<file path="config.mk">
export PLATFORM = sky130hd
export DESIGN_NAME = rxc_post
export DESIGN_NICKNAME = d
export VERILOG_FILES = /design/src/hw/rtl/rxc_pkg.sv /design/src/hw/rtl/rxc_post.sv
export SDC_FILE = /design/constraint.sdc
export NUM_CORES = 1
export LEC_CHECK = 0
export ABC_AREA = 1
export BUFFER_PORTS_ARGS = -buffer_cell sky130_fd_sc_hd__buf_2
export CAP_MARGIN = 20
export CORE_MARGIN = 2
export CORE_UTILIZATION = 40
export CTS_CLUSTER_SIZE = 25
export DETAILED_ROUTE_END_ITERATION = 10
export GPL_ROUTABILITY_DRIVEN = 1
export PLACE_DENSITY = 0.73
export SLEW_MARGIN = 10
export SYNTH_ARGS = -nofsm -noshare
export SYNTH_HDL_FRONTEND = slang
export SYNTH_SLANG_ARGS = --single-unit
</file>
<file path="constraint.sdc">
create_clock -name clk -period 5.8 [get_ports clk]
set_input_delay 1.16 -clock clk [delete_from_list [all_inputs] [get_ports clk]]
set_output_delay 1.16 -clock clk [all_outputs]
set_load 0.01 [all_outputs]
</file>
<file path="src/hw/rtl/rxc_pkg.sv">
// Package: widths, coefficients, gamma tables and helper functions of the colour converter.
`default_nettype none

package rxc_pkg;

	// Fixed-point formats
	localparam int XYZ_FRAC_BITS    = 14;
	localparam int GAMMA_INDEX_BITS = 12;

	localparam int RGB_W   = 8;
	localparam int XYZ_W   = 15;
	localparam int LIN_W   = 17;               // linear value 0..65536 (Q1.16)
	localparam int OPND_W  = LIN_W;            // multiplier operand, holds LIN_W or XYZ_W
	localparam int COEF_W  = 19;               // signed Q16 matrix coefficient
	localparam int PROD_W  = COEF_W + OPND_W + 1;
	localparam int ACC_W   = PROD_W + 2;       // sum of three products
	localparam int GAM_W   = GAMMA_INDEX_BITS;
	localparam int ENC_W   = RGB_W;

	localparam int RND_SHIFT = 32 - XYZ_FRAC_BITS;
	localparam int ONE_SHIFT = 16 + XYZ_FRAC_BITS;
	localparam int K_SHIFT   = ONE_SHIFT - GAMMA_INDEX_BITS;

	localparam int ENC_STEPS  = 2;             // search steps per encode stage
	localparam int ENC_STAGES = ENC_W / ENC_STEPS;

	localparam int WIDE_W = 256;               // elaboration-time exact arithmetic

	localparam logic [XYZ_W-1:0]  XYZ_MAX   = '1;
	localparam logic [GAM_W-1:0]  K_MAX     = '1;
	localparam logic [ACC_W-1:0]  RND_HALF  = ACC_W'(1) << (RND_SHIFT - 1);

	// sRGB to XYZ and XYZ to sRGB matrices, Q16
	localparam logic signed [COEF_W-1:0] FWD_M [3][3] = '{
		'{COEF_W'(27031), COEF_W'(23434), COEF_W'(11825)},
		'{COEF_W'(13938), COEF_W'(46868), COEF_W'(4730)},
		'{COEF_W'(1267),  COEF_W'(7811),  COEF_W'(62279)}
	};

	localparam logic signed [COEF_W-1:0] INV_M [3][3] = '{
		'{COEF_W'(212366), COEF_W'(-100738), COEF_W'(-32672)},
		'{COEF_W'(-63522), COEF_W'(122946),  COEF_W'(2723)},
		'{COEF_W'(3647),   COEF_W'(-13371),  COEF_W'(69286)}
	};

	typedef logic [255:0][LIN_W-1:0] lin_tab_t;
	typedef logic [255:0][GAM_W-1:0] thr_tab_t;

	typedef struct packed {
		logic [RGB_W-1:0] red;
		logic [RGB_W-1:0] green;
		logic [RGB_W-1:0] blue;
		logic [XYZ_W-1:0] x;
		logic [XYZ_W-1:0] y;
		logic [XYZ_W-1:0] z;
	} pix_t;

	typedef struct packed {
		logic                  dir;
		logic [2:0][ACC_W-1:0] acc;
	} acc_item_t;

	typedef struct packed {
		logic                  dir;
		logic [2:0][XYZ_W-1:0] xyz;
		logic [2:0][GAM_W-1:0] k;
		logic [2:0][ENC_W-1:0] rgb;
	} enc_item_t;

	function automatic logic [WIDE_W-1:0] wide_pow(logic [WIDE_W-1:0] base, int unsigned e);
		logic [WIDE_W-1:0] acc;
		acc = WIDE_W'(1);
		for (int unsigned n = 0; n < e; n++) begin
			acc = acc * base;
		end
		return acc;
	endfunction

	// lin(i) = round(65536 * (i/255)^2.2), halves up, found by exact search
	function automatic lin_tab_t lin_table();
		lin_tab_t          tab;
		logic [WIDE_W-1:0] k255;
		logic [WIDE_W-1:0] k2p17;
		logic [WIDE_W-1:0] rhs;
		int unsigned       lo;
		int unsigned       hi;
		int unsigned       mid;
		k255  = wide_pow(WIDE_W'(255), 11);
		k2p17 = wide_pow(WIDE_W'(131072), 5);
		for (int unsigned i = 0; i < 256; i++) begin
			lo  = 0;
			hi  = 65536;
			rhs = wide_pow(WIDE_W'(i), 11) * k2p17;
			for (int unsigned n = 0; n < LIN_W + 1; n++) begin
				if (lo < hi) begin
					mid = lo + ((hi - lo + 1) >> 1);
					if (wide_pow(WIDE_W'(2 * mid - 1), 5) * k255 <= rhs)
						lo = mid;
					else
						hi = mid - 1;
				end
			end
			tab[i] = LIN_W'(lo);
		end
		return tab;
	endfunction

	// thr[c]: smallest index k with ((2c-1)/510)^2.2 <= k/D; thr[0] is 0
	function automatic thr_tab_t thr_table();
		thr_tab_t          tab;
		logic [WIDE_W-1:0] k510;
		logic [WIDE_W-1:0] lhs;
		int unsigned       d;
		int unsigned       lo;
		int unsigned       hi;
		int unsigned       mid;
		d    = (1 << GAMMA_INDEX_BITS) - 1;
		k510 = wide_pow(WIDE_W'(510), 11);
		tab[0] = '0;
		for (int unsigned c = 1; c < 256; c++) begin
			lhs = wide_pow(WIDE_W'(2 * c - 1), 11) * wide_pow(WIDE_W'(d), 5);
			lo  = 0;
			hi  = d;
			for (int unsigned n = 0; n < GAM_W + 1; n++) begin
				if (lo < hi) begin
					mid = (lo + hi) >> 1;
					if (lhs <= wide_pow(WIDE_W'(mid), 5) * k510)
						hi = mid;
					else
						lo = mid + 1;
				end
			end
			tab[c] = GAM_W'(lo);
		end
		return tab;
	endfunction

	localparam lin_tab_t LIN_TAB = lin_table();
	localparam thr_tab_t THR_TAB = thr_table();

	// One greedy step of the encode search: try setting bit pos
	function automatic logic [ENC_W-1:0] enc_step(logic [ENC_W-1:0] c, logic [GAM_W-1:0] k,
			int unsigned pos);
		logic [ENC_W-1:0] cand;
		cand = c | (ENC_W'(1) << pos);
		return (THR_TAB[cand] <= k) ? cand : c;
	endfunction

	// All steps of one encode stage, three channels side by side
	function automatic enc_item_t enc_pass(enc_item_t it, int unsigned stg);
		enc_item_t        res;
		logic [ENC_W-1:0] c;
		res = it;
		for (int unsigned i = 0; i < 3; i++) begin
			c = it.rgb[i];
			for (int unsigned t = 0; t < ENC_STEPS; t++) begin
				c = enc_step(c, it.k[i], ENC_W - 1 - stg * ENC_STEPS - t);
			end
			res.rgb[i] = c;
		end
		return res;
	endfunction

endpackage

`default_nettype wire

</file>
<file path="src/hw/rtl/rxc_post.sv">
// Scaling stage: round and saturate XYZ, or clamp and reduce to a gamma index.
`default_nettype none

module rxc_post import rxc_pkg::*; (
	input  logic      clk,
	input  logic      arst_n,
	input  logic      in_valid,
	output logic      in_ready,
	input  acc_item_t in_item,
	output logic      out_valid,
	input  logic      out_ready,
	output enc_item_t out_item
);

	logic      vld_s4;
	enc_item_t item_s4;
	enc_item_t item_d;

	logic [ACC_W-1:0] rnd_c [3];
	logic [ACC_W-1:0] q_c   [3];
	logic [ACC_W-1:0] t_c   [3];

	assign in_ready = !vld_s4 || out_ready;

	always_comb begin
		item_d     = '0;
		item_d.dir = in_item.dir;
		for (int r = 0; r < 3; r++) begin
			rnd_c[r] = in_item.acc[r] + RND_HALF;
			q_c[r]   = rnd_c[r] >> RND_SHIFT;
			t_c[r]   = in_item.acc[r] >> K_SHIFT;
			if (!in_item.dir) begin
				item_d.xyz[r] = (q_c[r] > ACC_W'(XYZ_MAX)) ? XYZ_MAX : q_c[r][XYZ_W-1:0];
			end else if (in_item.acc[r][ACC_W-1]) begin
				item_d.k[r] = '0;    // negative linear value: encode to black
			end else begin
				item_d.k[r] = (t_c[r] > ACC_W'(K_MAX)) ? K_MAX : t_c[r][GAM_W-1:0];
			end
		end
	end

	always_ff @(posedge clk or negedge arst_n) begin
		if (!arst_n) begin
			vld_s4 <= 1'b0;
		end else if (in_ready) begin
			vld_s4 <= in_valid;
		end
	end

	always_ff @(posedge clk) begin
		if (in_ready && in_valid) begin
			item_s4 <= item_d;
		end
	end

	assign out_valid = vld_s4;
	assign out_item  = item_s4;

endmodule

`default_nettype wire

</file>
==> results_dict.tcl, run 1 <==
set metrics [dict create \
    ir_worst_vdd_v 0.0001214 \
    dp_hpwl_um 9216 \
    critPathCaptureType "register" \
    drt_first_iter_violations 406 \
    io_pins 230 \
    layout_min_cycle_time_ps 2754 \
    critical_path.max_fanout 15 \
    status "finished clean" \
    h-tree-depth 3 \
    rr_startpoint "out_valid" \
    synthFlopType "edfxtp_1" \
    core-area_um2 13720 \
    wl_um 12160 \
    hold_path_class "in -> async" \
    synth_edf_count 82 \
    crit_required_ps 5900 \
    cts.sink_count 83 \
    drive_gt1_frac 0.2993 \
    setup_viol 0 \
    maxSlewViolCount 0 \
    worst-setup-path-type "in -> reg" \
    crit_path_start_kind "input pin" \
    grtUsageTotal 0.1692 \
    first_global_vias 4101 \
    num_rows 43 \
    avgSynthCellArea_um2 8.573 \
    ys_async_sr_fraction 0.01205 \
    switchingPower_mw 0.4008 \
    worst_clock_skew_ps 6.343 \
    yosys_warnings 0 \
    dieArea_um2 14850 \
    grt_max_degree 83 \
    postSynthCellCount 648 \
    wl_per_cell_um 12.38 \
    synth_area_um2 5555 \
    worst_hold_slack_ps 577.8 \
    crit_start "in_item[96]" \
    rsz0062_at_grt "false" \
    wl_met3_um 729 \
    clk-insertion-delay-late_ps 340 \
    seqPwrFrac 0.469 \
    wl_met1_um 5245 \
    die_w_um 121.9 \
    internal_power_mw 1.111 \
    r2r_setup_slack_ps 4000 \
    hold_violations 0 \
    p_leak_nw 3.179 \
    combPwrFrac 0.151 \
    dr_wl_met2_um 5900 \
    powerDensity_nw_per_um2 227.4 \
    drcViolationCount 0 \
    initial_core_util 0.4049 \
    n_antenna_cell 0 \
    syn_to_final_growth_pct 19.68 \
    antenna_found_initial 0 \
    grt_pass1_wl_um 19590 \
    total_power_mw 1.512 \
    timing.fmax_mhz 363.1 \
    holdBufCountCts 0 \
    max_cap_violations 0 \
    cts.path.max_buffers 2 \
    dr.pass1.iters 5 \
    tns_ps 0 \
    die_y_um 121.9 \
    yosysSeqAreaShare 0.4477 \
    vias_per_cell 4.624 \
    nNetsFinal 922 \
    gp_congestion 0.8957 \
    cts_root_buffer "clkbuf_16" \
    slew_headroom 0.3074 \
    cts_resized 0 \
    num_vias 4541 \
    nFillCells 1331 \
    synthDistinctLibCells 30 \
    portBuffers 154 \
    drtAntennaViolNets 0 \
    cts_tree "done" \
    worstPathArrival_ps 2850 \
    grt-ovfl-total 0 \
    cts_setup_buffers 0 \
    p_sw_frac 0.2651 \
    power_frac_clock 0.380 \
    numCtsBuffers 9 \
    pre_cts_ws_ps 2688 \
    clk_pin_slew_ps 60 \
    postLayoutSetupSlackWorst_ps 3046 \
    min_period_over_period 0.4748 \
    tightest_slew_ps 1039 \
    ys_ff_latch 83 \
    top_layer_used "met4" \
]
power groups by stage:
stage	sequential [mW]	combinational [mW]	clock, mW
floorplan	0.746	0.126	0
global placement	0.722	0.226	0
detailed placement	0.723	0.230	0
CTS	0.710	0.231	0.588
global route	0.712	0.256	0.615
finish	0.709	0.228	0.575
cell usage in the layout (no fill, tap or decap), types with 21 or more instances in the layout:
cell type	count
buf_2	154
inv_1	122
nor2_1	35
nand3_1	53
xnor2_1	22
xor2_1	21
edfxtp_1	82
o21ai_0	36
nand3_2	25
nand2_1	142
conb_1	24
Yosys cell counts (2+ instances only):
| cell type | count | share of area |
|---|---|---|
| nand2_4 | 4 | 0.0081 |
| nand4_1 | 3 | 0.0034 |
| nand2_2 | 12 | 0.014 |
| xnor2_1 | 22 | 0.035 |
| nand3b_1 | 4 | 0.0054 |
| ha_1 | 3 | 0.0068 |
| buf_4 | 27 | 0.036 |
| nand3_2 | 25 | 0.045 |
| nor2_4 | 18 | 0.036 |
| inv_1 | 122 | 0.082 |
| o21bai_1 | 2 | 0.0027 |
| nor3_1 | 5 | 0.0045 |
| nand3_1 | 53 | 0.048 |
| edfxtp_1 | 82 | 0.44 |
| nor2_2 | 7 | 0.0079 |
| clkbuf_1 | 7 | 0.0047 |
| nor2_1 | 35 | 0.024 |
| nand2_1 | 142 | 0.096 |
| xor2_1 | 21 | 0.033 |
| o21ai_0 | 36 | 0.032 |
| buf_6 | 5 | 0.010 |
| nor4_1 | 5 | 0.0056 |
layer usage:
metal  vias to the layer above  track usage
met5                         -            0
met4                         0      0.06394
met3                        19      0.03792
met2                       155       0.2793
met1                      2070       0.2171
li1                       2297            -
state kept, by name, indices dropped and copies added, names as in the netlist:
signal	count
out_valid	1
out_item	82
metrics by stage:
step | std cells | area (um^2) | util
finish | 982 | 6649 | 0.4846
global route | 982 | 6649 | 0.4846
CTS | 982 | 6649 | 0.4846
global placement | 966 | 6354 | 0.4631
detailed placement | 966 | 6354 | 0.4631
floorplan | 671 | 5642 | -
logic make-up after synthesis:
family,share of synthesized area
XOR/XNOR,0.06779
AO/OA/AOI/OAI,0.03716
adder cells (fa/ha/maj),0.006757
other,0.0006750
flip-flops,0.4477
AND/OR/NAND/NOR,0.3009
buffers and inverters,0.1390
worst paths after layout:
kind                           endpoint  depth (start not counted)
setup reg to reg           out_item[26]                          2
max in group asynchronous     out_valid                          1
min in group clk              out_valid                          2
setup / recovery           out_item[91]                         13
hold / removal                out_valid                          1
hold reg to reg               out_valid                          2
critical path, stage by stage:
cell     delay (ps)
buf_2           120
ha_1            210
nand2_2          80
nor2_4          150
nand2_4          90
nor2_4          170
nand2_1          70
nand2_1          70
nand3_2          90
nor2_4          360
nand3_1         130
nand2_1          90
inv_1            50
layout make-up:
type | instances | area (um^2) | area share
multi-input cells | 424 | 2394 | 0.3600
clock buffers | 10 | 229.0 | 0.03444
clock inverters | 6 | 66.31 | 0.009974
flip-flops and latches | 83 | 2487 | 0.3741
inverters | 123 | 461.7 | 0.06944
well taps | 180 | 225.2 | 0.03387
repair buffers | 156 | 785.8 | 0.1182
Power figures use the tool's default switching activity.
==> run 2, diff against run 1 <==
ABC_AREA = 0   (was 1)
PLACE_DENSITY = 0.76   (was 0.73)
clock period = 2.8 ns   (was 5.8 ns; I/O delays follow)
==> results_dict.tcl, run 2 <==
set metrics [dict create \
    status "finished clean" \
    tightest_slew_ps 815.8 \
    nNetsFinal 687 \
    ys_async_sr_fraction 0.01205 \
    combPwrFrac 0.143 \
    die_y_um 111.6 \
    drt_first_iter_violations 282 \
    grt_pass1_wl_um 17650 \
    ys_ff_latch 83 \
    power_frac_clock 0.378 \
    p_sw_frac 0.2473 \
    dieArea_um2 12450 \
    synthDistinctLibCells 53 \
    worst_clock_skew_ps 10.92 \
    hold_path_class "in -> reg" \
    synth_top_family_by_area "compound AO/OA/AOI/OAI gates" \
    core-area_um2 11370 \
    wl_um 11180 \
    critPathCaptureType "register" \
    initial_core_util 0.4072 \
    max_cap_violations 0 \
    die_w_um 111.6 \
    worstPathArrival_ps 2560 \
    n_antenna_cell 0 \
    cts_tree "done" \
    synthMuxAreaShare 0.002162 \
    synth.area.top_cells "edfxtp_1, o21a_1, xor2_1, buf_4, xnor2_1" \
    final_cell_mix "buf_2, edfxtp_1, o21a_1" \
    portBuffers 154 \
    largest_reg_flops 82 \
    netlist.area_leader.share 0.5319 \
    vias_per_cell 5.419 \
    cts_resized 0 \
    ys_top_cells_by_count "edfxtp_1, o21a_1, buf_4, xor2_1, nand3_1" \
    synth_xor_area_frac 0.07378 \
    h-tree-depth 3 \
    critical_path.max_fanout 14 \
    p_leak_nw 2.257 \
    clk_pin_slew_ps 70 \
    synth_area_um2 4629 \
    synthFlopType "edfxtp_1" \
    num_rows 39 \
    first_global_vias 3562 \
    ir_worst_vdd_v 0.0002719 \
    dr.pass1.iters 4 \
    setup_viol 0 \
    powerDensity_nw_per_um2 528.3 \
    yosysSeqAreaShare 0.5373 \
    timing.fmax_mhz 416.8 \
    antenna_found_initial 0 \
    crit_required_ps 2960 \
    synth.most_common_cell "edfxtp_1" \
    wl_per_cell_um 15.77 \
    seqPwrFrac 0.479 \
    slew_headroom 0.4511 \
    num_vias 3842 \
    clk-insertion-delay-late_ps 340 \
    placed_cell_area_um2 5508 \
    dp_hpwl_um 8616 \
    syn_to_final_growth_pct 25.46 \
    drive_gt1_frac 0.3481 \
    fin_util 0.5108 \
    numCtsBuffers 9 \
    drtAntennaViolNets 0 \
    cts.path.max_buffers 2 \
    grt-ovfl-total 0 \
    synth_compound_area_frac 0.1635 \
    worst-setup-path-type "in -> reg" \
    tns_ps 0 \
    switchingPower_mw 0.7587 \
    internal_power_mw 2.310 \
    postSynthCellCount 404 \
    finalInstanceArea_um2 5808 \
    hold_violations 0 \
    grtUsageTotal 0.1779 \
    synth_top_area_cell "edfxtp_1" \
    synth-adder-area-share 0.008108 \
    cts_root_buffer "clkbuf_16" \
    yosys_warnings 0 \
    crit_path_start_kind "input pin" \
    synth_edf_count 82 \
    layout_min_cycle_time_ps 2399 \
    min_period_over_period 0.8569 \
    avgSynthCellArea_um2 11.46 \
    io_pins 230 \
    maxSlewViolCount 0 \
    gp_congestion 0.8412 \
    rsz0062_at_grt "false" \
    cts.sink_count 83 \
    grt_max_degree 47 \
    synth-simple-area-share 0.1451 \
    final_common_cell "buf_2" \
    drcViolationCount 0 \
]
==> run 2: power by group through the flow <==
stage	Clock, mW	Combinational, mW	Sequential, mW
CTS	1.18	0.439	1.47
floorplan	0	0.210	1.54
detailed placement	0	0.437	1.50
finish	1.16	0.439	1.47
global placement	0	0.426	1.49
global route	1.23	0.479	1.48
==> run 2: final cells by class <==
type / count / area, um^2
fill: 1000 / 5562
sequential: 83 / 2487
multi-input combinational: 291 / 1911
timing repair buffer: 169 / 910.9
clock buffer: 9 / 225.2
tap: 143 / 178.9
clock inverter: 6 / 65.06
inverter: 8 / 30.03
==> run 2: path summary, 6_finish.rpt <==
kind | from | to | slack (ps) | cells after the start
max reg2reg | out_valid | out_item[52] | 1150 | 3
max in group asynchronous | arst_n | out_valid | 2190 | 2
min | in_valid | out_valid | 430 | 2
min in group asynchronous | arst_n | out_valid | 520 | 2
max | in_item[23] | out_item[61] | 400 | 8
min reg2reg | out_valid | out_valid | 550 | 2
==> run 2: timing repair <==
item / CTS / global route
endpoints found under the hold margin: 1 / 0
buffers inserted: 0 / 0
hold buffers: 1 / 0
==> run 2: metal layers <==
layer  vias up  track usage  share of wire
met5         -            0              0
met4         0      0.07901          0.025
met3        24      0.03647          0.071
met2       194       0.2919           0.48
met1      1813       0.2290           0.42
li1       1811            -              -
==> run 2: through the flow <==
stage	worst slack, ps	power, mW	cells	hold WS, ps
floorplan	243.1	1.746	427	264.4
global placement	157.5	1.921	693	336.0
detailed placement	79.36	1.934	693	340.7
CTS	417.6	3.095	709	418.5
global route	228.7	3.189	709	443.3
finish	400.6	3.069	709	431.1
==> run 2: logic make-up (layout without fill, tap and decap cells) <==
family                     count (synthesis)  after routing
muxes                                      1              1
and+or+nand+nor                          120            120
buffers and inverters                     53            192
other                                      1             24
AOI/OAI and AO/OA                        104            104
xor gates and xnor gates                  39             39
adders and majority gates                  3              3
DFF                                       83             83
==> run 2: worst max-delay path, stage by stage <==
cell and delay, ps:
buf_2 130, nand4_1 180, or3_1 370, buf_4 170, o41ai_1 620, a211oi_4 160
buf_12 180, o211ai_1 190
